### config.mk
export PLATFORM = sky130hd
export DESIGN_NAME = sxcc_queue
export DESIGN_NICKNAME = d
export VERILOG_FILES = /design/src/rtl/sxcc_queue.sv
export SDC_FILE = /design/constraint.sdc
export NUM_CORES = 1
export LEC_CHECK = 0
export ABC_AREA = 1
export BUFFER_PORTS_ARGS = -buffer_cell sky130_fd_sc_hd__clkbuf_2
export CORE_MARGIN = 5
export CORE_UTILIZATION = 47
export CTS_CLUSTER_SIZE = 8
export DETAILED_ROUTE_END_ITERATION = 8
export PLACE_DENSITY = 0.76
export SLEW_MARGIN = 0
export SYNTH_ARGS = -nofsm -noshare
export SYNTH_HDL_FRONTEND = slang
export SYNTH_SLANG_ARGS = --single-unit
### constraint.sdc
create_clock -name clk -period 3.1 [get_ports clk]
set_input_delay 0.31 -clock clk [delete_from_list [all_inputs] [get_ports clk]]
set_output_delay 0.31 -clock clk [all_outputs]
set_load 0.02 [all_outputs]
### src/rtl/sxcc_queue.sv
// ----------------------------------------------------------------------------
// sxcc_queue
// Two-entry queue between front and back.
// ----------------------------------------------------------------------------
module sxcc_queue #(
  parameter int ENT_W = 52
) (
  input  logic             clk,
  input  logic             rst_n,
  input  logic             wr_valid,
  output logic             wr_ready,
  input  logic [ENT_W-1:0] wr_data,
  output logic             rd_valid,
  input  logic             rd_ready,
  output logic [ENT_W-1:0] rd_data
);
  logic [ENT_W-1:0] mem_r [2];
  logic wr_ptr_r, wr_ptr_nxt, rd_ptr_r, rd_ptr_nxt;
  logic [1:0] cnt_r, cnt_nxt;
  logic push, pop;

  assign wr_ready = (cnt_r != 2'd2);
  assign rd_valid = (cnt_r != 2'd0);
  assign rd_data  = mem_r[rd_ptr_r];
  assign push     = wr_valid && wr_ready;
  assign pop      = rd_valid && rd_ready;

  always_comb begin
    wr_ptr_nxt = push ? ~wr_ptr_r : wr_ptr_r;
    rd_ptr_nxt = pop ? ~rd_ptr_r : rd_ptr_r;
    cnt_nxt    = cnt_r + 2'(push) - 2'(pop);
  end

  always_ff @(posedge clk) begin
    if (!rst_n) begin
      wr_ptr_r <= 1'b0;
      rd_ptr_r <= 1'b0;
      cnt_r    <= 2'd0;
    end else begin
      wr_ptr_r <= wr_ptr_nxt;
      rd_ptr_r <= rd_ptr_nxt;
      cnt_r    <= cnt_nxt;
    end
  end

  always_ff @(posedge clk) begin
    if (push) mem_r[wr_ptr_r] <= wr_data;
  end
endmodule

Yosys cells after proc, flatten, opt, wreduce, memory -nomap -nowiden
Memories as Yosys holds them, arrays and structs flattened. A register that Yosys moved wholly into a read port is not among the register bits.
Index checks and enable logic that the tools add are counted.
Storage, ports and cells
  flip-flop bits (word level): 4
  memories: 1
  output and inout port bits: 54
  logic and storage cells: 16
  input bits: 56
  bits in writable memories: 104
Cells by class
  bitwise gates (word level): 2
  add/subtract/negate cells: 2
  multiplexer cells: 4
  reduce and logical (&&, ||, !) cells: 3
  eq/ne operators: 1
Memories
  mem_r: depth 2, bits a word 52, rd ports 1, clocked after Yosys merged registers in 1, wr ports 1, RTL line 17  | logic [ENT_W-1:0] mem_r [2];
Operators with widths (number)
  1-bit two-way mux: 4
  2-bit by 1-bit adder with 2-bit output: 1
  1-bit logical AND: 2
  2-bit != test (second input constant): 1
  1-bit inverter: 2
  2-bit nonzero test: 1
  2-bit by 1-bit subtractor with 2-bit output: 1

Depth between registers and ports, before layout
Gate-level depths: netlist of the first run.
  word-level depth: 4
  mapped depth: 11
  mapped depth without buffers: 11

Worst setup path after synthesis of the first run
No wires, ideal clock.
  path type: register to register
  start point: reg cnt_r[0]
  end point: mem mem_r[0][0] (enable)
  arrival: 2.889 ns
  slack: -0.251 ns
  cell stages (with the launch flop): 5
  clock period less this slack: 3.351 ns
  library setup time: 0.462 ns
  data required time: 2.638 ns
  buffers on the path: 0
  cell sequence: dfxtp_1 -> inv_1 -> nand2_1 -> nand2_1 -> nor2_1
On the way
  cells in the longest elaborated chain, start to end: 4
Ends and longest elaborated chain
  start, declared: RTL line 19  | logic [1:0] cnt_r, cnt_nxt;
  start signal, assigned: RTL line 42  | cnt_r <= cnt_nxt;
  2-bit != test: RTL line 22  | assign wr_ready = (cnt_r != 2'd2);
  net wr_ready: RTL line 11  | output logic wr_ready,
  1-bit logical AND: RTL line 25  | assign push = wr_valid && wr_ready;
  1-bit two-way mux: RTL line 47  | if (push) mem_r[wr_ptr_r] <= wr_data;
  1-bit two-way mux (not written as such): RTL line 47
  end, declared: RTL line 17
The timed path passes the listed nets, and every way through them passes these cells.

==> results of run 1 <==
-- cell type report --
| class | count | area [µm²] | area share |
|---|---|---|---|
| clock buffers | 10 | 128 | 0.0252 |
| clock inverters | 6 | 68.8 | 0.0136 |
| inverters | 7 | 26.3 | 0.00518 |
| multi-input cells | 76 | 895 | 0.176 |
| flip-flops and latches | 109 | 3230 | 0.636 |
| well taps | 108 | 135 | 0.0267 |
| repair buffers | 115 | 591 | 0.116 |
-- cells in the final DEF (no fill, tap or decap) --
cell type / count
clkbuf_2: 109
edfxtp_1: 104
mux2_4: 50
nand2_1: 9
clkbuf_8: 9
nor2_1: 7
inv_1: 6
buf_4: 6
dfxtp_1: 4
nand3_1: 3
mux2_2: 2
a21oi_1: 2
ha_1: 2
inv_6: 2
inv_2: 1
nor2_4: 1
dfxtp_4: 1
bufinv_16: 1
clkinvlp_4: 1
clkinv_2: 1
clkinv_4: 1
clkbuf_1: 1
-- metrics by stage --
step           hold slack (ns)  utilization
2_1_floorplan            0.403            -
3_5_place_dp             0.485        0.556
3_3_place_gp             0.483        0.556
5_1_grt                  0.117        0.579
4_1_cts                  0.119        0.579
6_report                 0.144        0.579
-- worst max-delay path, cell delays in order (launching register included) --
cell      delay [ns]
dfxtp_4         0.74
buf_4           0.38
mux2_4          0.33
clkbuf_2        0.16
-- logic make-up after synthesis --
| group | after synthesis | share of synthesized area |
|---|---|---|
| buf+inv | 13 | 0.0324 |
| fa+ha+maj | 2 | 0.00589 |
| flops | 109 | 0.759 |
| compound gates | 2 | 0.00236 |
| mux | 52 | 0.182 |
| simple gates | 20 | 0.0186 |
-- metal layers --
| metal | vias to the layer above | routed length [µm] |
|---|---|---|
| li1 | 997 | - |
| met1 | 1002 | 2960 |
| met2 | 73 | 3500 |
| met3 | 6 | 524 |
| met4 | 0 | 72 |
| met5 | - | 0 |
-- state kept, by name, indices dropped and copies added, names as in the netlist, named ones only --
register  count
mem_r       104
cnt_r         2
wr_ptr_r      1
rd_ptr_r      1
-- how the worst max path moves through the flow --
stage | end | depth (start not counted)
after floorplan | mem_r[0][0] | 4
after global placement | mem_r[0][50] | 5
after detailed placement | mem_r[0][2] | 5
after CTS | rd_data[1] | 3
after global routing | rd_data[1] | 3
final | rd_data[1] | 3
-- power by group through the flow --
stage                     clock, µW  combinational, µW  sequential [µW]
after floorplan                   0                989             1950
after global placement            0               1190             2010
after detailed placement          0               1210             2030
after CTS                       875               1210             1990
after global routing            922               1270             2010
final                           837               1180             1990
==> results.md, run 1 <==
* Mapped Cells at slightly below 200
* Met2 Use GR at 0.222
* Post-route cell area at 5070 µm²
* Reg2Reg Launch Point: cnt_r[0]
* Async set-reset flop share out of synthesis at 0
* Fin worst setup slack at 0.831 ns
* Psw at 1220 µW
* CTS Hold Bufs at 0
* Most area-consuming cells after synthesis: edfxtp_1, mux2_4, buf_12
* Area Growth Syn to Fin at 19.4%
* CP Class: register to output pin
* Insertion delay to the later sink of the worst-skew pair at 0.35 ns
* IR drop worst, VDD at 0.451 mV
* Diodes inserted at 0
* Seq/Total Area, Yosys at 0.759
* Placement Cell Area at roughly 5000 µm²
* Synth Net Count at 256
* IO Pins at 110
* Worst hold path depth at 1
* Clock slew at reported path FFs at roughly 0.10 ns
* Global-route usage over all layers at 0.131
* Final Setup Violations at 0
* R2r endpoint: mem_r[0][5]
* Fillers at 681
* Cts bufs inserted at 9
* Mapped cell area at 4250 µm²
* Power per cell area at 790 nW/µm²
* Core Rows at 34
* Finished Layout Cells at 431
* Die H at 105 µm
* Initial Util at 0.485
* Crit-path max FO at 32
* GPL Wtd Cong at 0.711
* Fin crit period at approximately 2.3 ns
* Ratio of cells with drive above 1 in the final layout at 0.573
* Post-CTS sizing at 0
* Pin count of the biggest net entering global routing at 33
* Syn Area/Cell at ~21 µm²
* 1st-iter DRT viols at 46
* Final period utilization at 0.732
* Final Max Tran Viols at 0
* Hold Crit Endpoint: mem_r[0][8]
* Vias per cell at 4.82
* Final wirelength at between 7000 and 8000 µm
* Clock power frac at 0.209
* Number of remaining DRC errors at 0
* Vias in the first global route at between 2000 and 2500
* Ys Warns at 0
* Cells on worst reg2reg path at 5
* Die area at 11000 µm²
* Number of synthesized flops with an enable pin at 104
* WP data required at 2.79 ns
* Core area at around 9000 µm²
* Worst-margin pin slew at 0.771 ns
* Detailed-route via count at 2078
* Drt pass-1 iters at 4
* Leading cell type by number of instances after synthesis: edfxtp_1
* Worst hold path class: input pin to register
* Setup crit end kind: output pin
* Distinct cells, synth at 12
* H-tree Lvls at 3
* Clock Skews at slightly above 0.009 ns
* Flop pwr share at 0.496
* Dpl ws at 1.12 ns
* Combinational power share at 0.295
* CTS tree: built
* Most Used Layer, Global Route: met2
* First-pass GRT wire length at 11300 µm
* GR Util met3 at 0.0444
* F_max at about 0.44 GHz
* P_leak at 0.00206 µW
* Worst Min Path Start: wr_data[8]
* # Max-Cap Violations at 0
* DR WL/cell at 16.4 µm
* DP HPWL at between 5000 and 6000 µm
* Setup TNS at 0 ns
* Clock buffer depth at 2
* Switching Fraction at 0.306
* Dpl cells at 415
* RSZ-0062 raised after global routing: no
* Die Wd at 105 µm
* P_int at 2780 µW
* Routed Antenna Nets at 0
* Met1 global-route usage at 0.160
* Worst EP arrival at 1.96 ns
* R2R Setup Slk at 1.16 ns
* IO Port Bufs at 109
* CTS sink count at 109
* Commonest cells in the netlist: edfxtp_1, mux2_4, nand2_1, nor2_1, inv_1
* CP startpoint kind: register
* Root Buffer: clkbuf_8
* Nets at ~380
* Synth area leader: edfxtp_1
* Tot Pwr at approximately 4000 µW
* Rel. slew slack at 0.485
* Main synth FF type: edfxtp_1
* Status: completed
* Initial antenna violation count at 0
* Yosys reg bits at 109
* Post-CTS setup buffers at 0
* Fin. Hold Viols at 0
* GRT Residual Overflow at 0
* Top-area cell type share of the netlist area at 0.735
(Power assumes the default switching activity.)
==> run 2, diff against run 1 <==
--- a/config.mk
+++ b/config.mk
@@ -8,10 +8,10 @@
 export ABC_AREA = 1
 export BUFFER_PORTS_ARGS = -buffer_cell sky130_fd_sc_hd__clkbuf_2
 export CORE_MARGIN = 5
-export CORE_UTILIZATION = 47
+export CORE_UTILIZATION = 52
 export CTS_CLUSTER_SIZE = 8
 export DETAILED_ROUTE_END_ITERATION = 8
-export PLACE_DENSITY = 0.76
+export PLACE_DENSITY = 0.8
 export SLEW_MARGIN = 0
 export SYNTH_ARGS = -nofsm -noshare
 export SYNTH_HDL_FRONTEND = slang
==> constraint.sdc (replaced) <==
create_clock -name clk -period 2.1 [get_ports clk]
set_input_delay 0.21 -clock clk [delete_from_list [all_inputs] [get_ports clk]]
set_output_delay 0.21 -clock clk [all_outputs]
set_load 0.02 [all_outputs]
==> results.md, run 2 (synthesis gave the netlist of run 1 again) <==
* Post-route cell area at 5090 µm²
* Initial Util at 0.525
* Die Wd at ~100 µm
* Worst Min Path Start: wr_data[3]
* Most frequent cells in the layout: clkbuf_2, edfxtp_1, mux2_4, nand2_1, clkbuf_8
* IO Port Bufs at 109
* Worst-margin pin slew at 0.311 ns
* Worst path cell trace: buf_12 > mux2_4 > clkbuf_2
* CTS tree: built
* CP max stage delay at 0.55 ns
* Worst hold path depth at 1
* Clock Skews at 0.00812 ns
* Number of remaining DRC errors at 0
* Setup crit end kind: output pin
* Area Growth Syn to Fin at 19.9%
* Drt pass-1 iters at 4
* Routed Antenna Nets at 0
* Final wirelength at 6710 µm
* Core area at 8090 µm²
* Cts bufs inserted at 9
* Reg2Reg Launch Point: cnt_r[0]
* Commonest non-fill, non-tap cell in the layout: clkbuf_2
* CP Class: register to output pin
* Die area at about 10000 µm²
* Register bank with the most flops: mem_r
* Flip-flop count of the largest register after layout at 104
* Status: completed
* DP HPWL at 4800 µm
* Nets at 377
* Setup TNS at 0 ns
* RSZ-0062 raised after global routing: no
* Slowest CP cell: dfxtp_4
* Worst EP arrival at 1.68 ns
* # Max-Cap Violations at 0
* Vias per cell at 4.84
* Final Max Tran Viols at 0
* Hold Crit Endpoint: mem_r[0][3]
* Detailed-route via count at 2077
* First-pass GRT wire length at between 10000 and 15000 µm
* Fin crit period at 1.89 ns
* Rel. slew slack at 0.792
* Post-CTS sizing at 0
* Post-CTS setup buffers at 0
* CTS sink count at 109
* Final period utilization at 0.899
* H-tree Lvls at 3
* F_max at 0.530 GHz
* Tot Pwr at approximately 6000 µW
* R2r endpoint: cnt_r[1]
* Global-route usage over all layers at 0.137
* IO Pins at 110
* Initial antenna violation count at 0
* Fin. Hold Viols at 0
* Placement Cell Area at a little under 5000 µm²
* Core Rows at 33
* Cells on worst reg2reg path at 10
* R2R Setup Slk at ~0.53 ns
* Final Setup Violations at 0
* Diodes inserted at 0
* Root Buffer: clkbuf_8
* Worst hold path class: input pin to register
* P_leak at 0.00206 µW
* Ratio of cells with drive above 1 in the final layout at 0.565
* WP data required at roughly 1.9 ns
* Largest regs: mem_r: 104 flops, cnt_r: 2 flops
* Power per cell area at 1160 nW/µm²
* Hold_ws at 0.0425 ns
* Crit-path max FO at 27
* Pin count of the biggest net entering global routing at 37
* Finished Layout Cells at 429
* Insertion delay to the later sink of the worst-skew pair at 0.35 ns
* IR drop worst, VDD at 0.674 mV
* Vias in the first global route at 2144
* 1st-iter DRT viols at 73
* DR WL/cell at 15.6 µm
* GRT Residual Overflow at 0
* Clock buffer depth at 2
* GPL Wtd Cong at between 0.6 and 0.7
* Dpl cells at around 410
* CP startpoint kind: register
* Clock slew at reported path FFs at 0.09 ns
* CTS Hold Bufs at 0
* Die H at 100 µm
[run 2: cell types whose count changed in the layout (fill, tap and decap cells not counted), sizes merged]
cell | before | now
clkinvlp | 1 | 2
clkinv | 2 | 1
buf | 6 | 7
clkbuf | 119 | 122
inv | 9 | 6
[run 2: area by class of cell]
class | instances | area, µm²
Timing Repair Buffer | 116 | 623
Clock inverter | 3 | 46.3
Inverter | 7 | 30.0
Multi-Input combinational cell | 76 | 895
Tap cell | 105 | 131
Fill cell | 615 | 3000
Sequential cell | 109 | 3230
Clock buffer | 13 | 139
[run 2: per-stage QoR]
step | setup slack (ns) | utilization
finish | 0.212 | 0.629
global route | 0.137 | 0.629
CTS | 0.182 | 0.629
detailed placement | 0.529 | 0.606
global placement | 0.576 | 0.606
floorplan | 0.163 | -
[run 2: critical path, delay by kind of cell, from the launching register on]
kind     cells  cell delay [ns]
flops        1             0.55
buf+inv      2             0.43
mux          1             0.33
[run 2: report_power, final]
| group | internal [µW] | switching (µW) |
|---|---|---|
| combinational | 824 | 1000 |
| clock | 557 | 625 |
| sequential | 2750 | 137 |
| total | 4130 | 1760 |
[run 2: routing by layer]
| layer | share of wire | global-route usage | vias up |
|---|---|---|---|
| met5 | 0 | 0 | - |
| met4 | 0.014 | 0.0642 | 0 |
| met3 | 0.080 | 0.0438 | 9 |
| met2 | 0.53 | 0.237 | 71 |
| met1 | 0.37 | 0.153 | 999 |
| li1 | - | - | 998 |
[run 2: worst max path at each step]
| stage | slack (ns) | end | cells after the start |
|---|---|---|---|
| 2_1_floorplan | 0.16 | mem_r[0][0] | 4 |
| 6_report | 0.21 | rd_data[37] | 3 |
| 3_3_place_gp | 0.58 | rd_data[37] | 3 |
| 3_5_place_dp | 0.53 | cnt_r[1] | 10 |
| 4_1_cts | 0.18 | rd_data[37] | 3 |
| 5_1_grt | 0.14 | rd_data[48] | 3 |
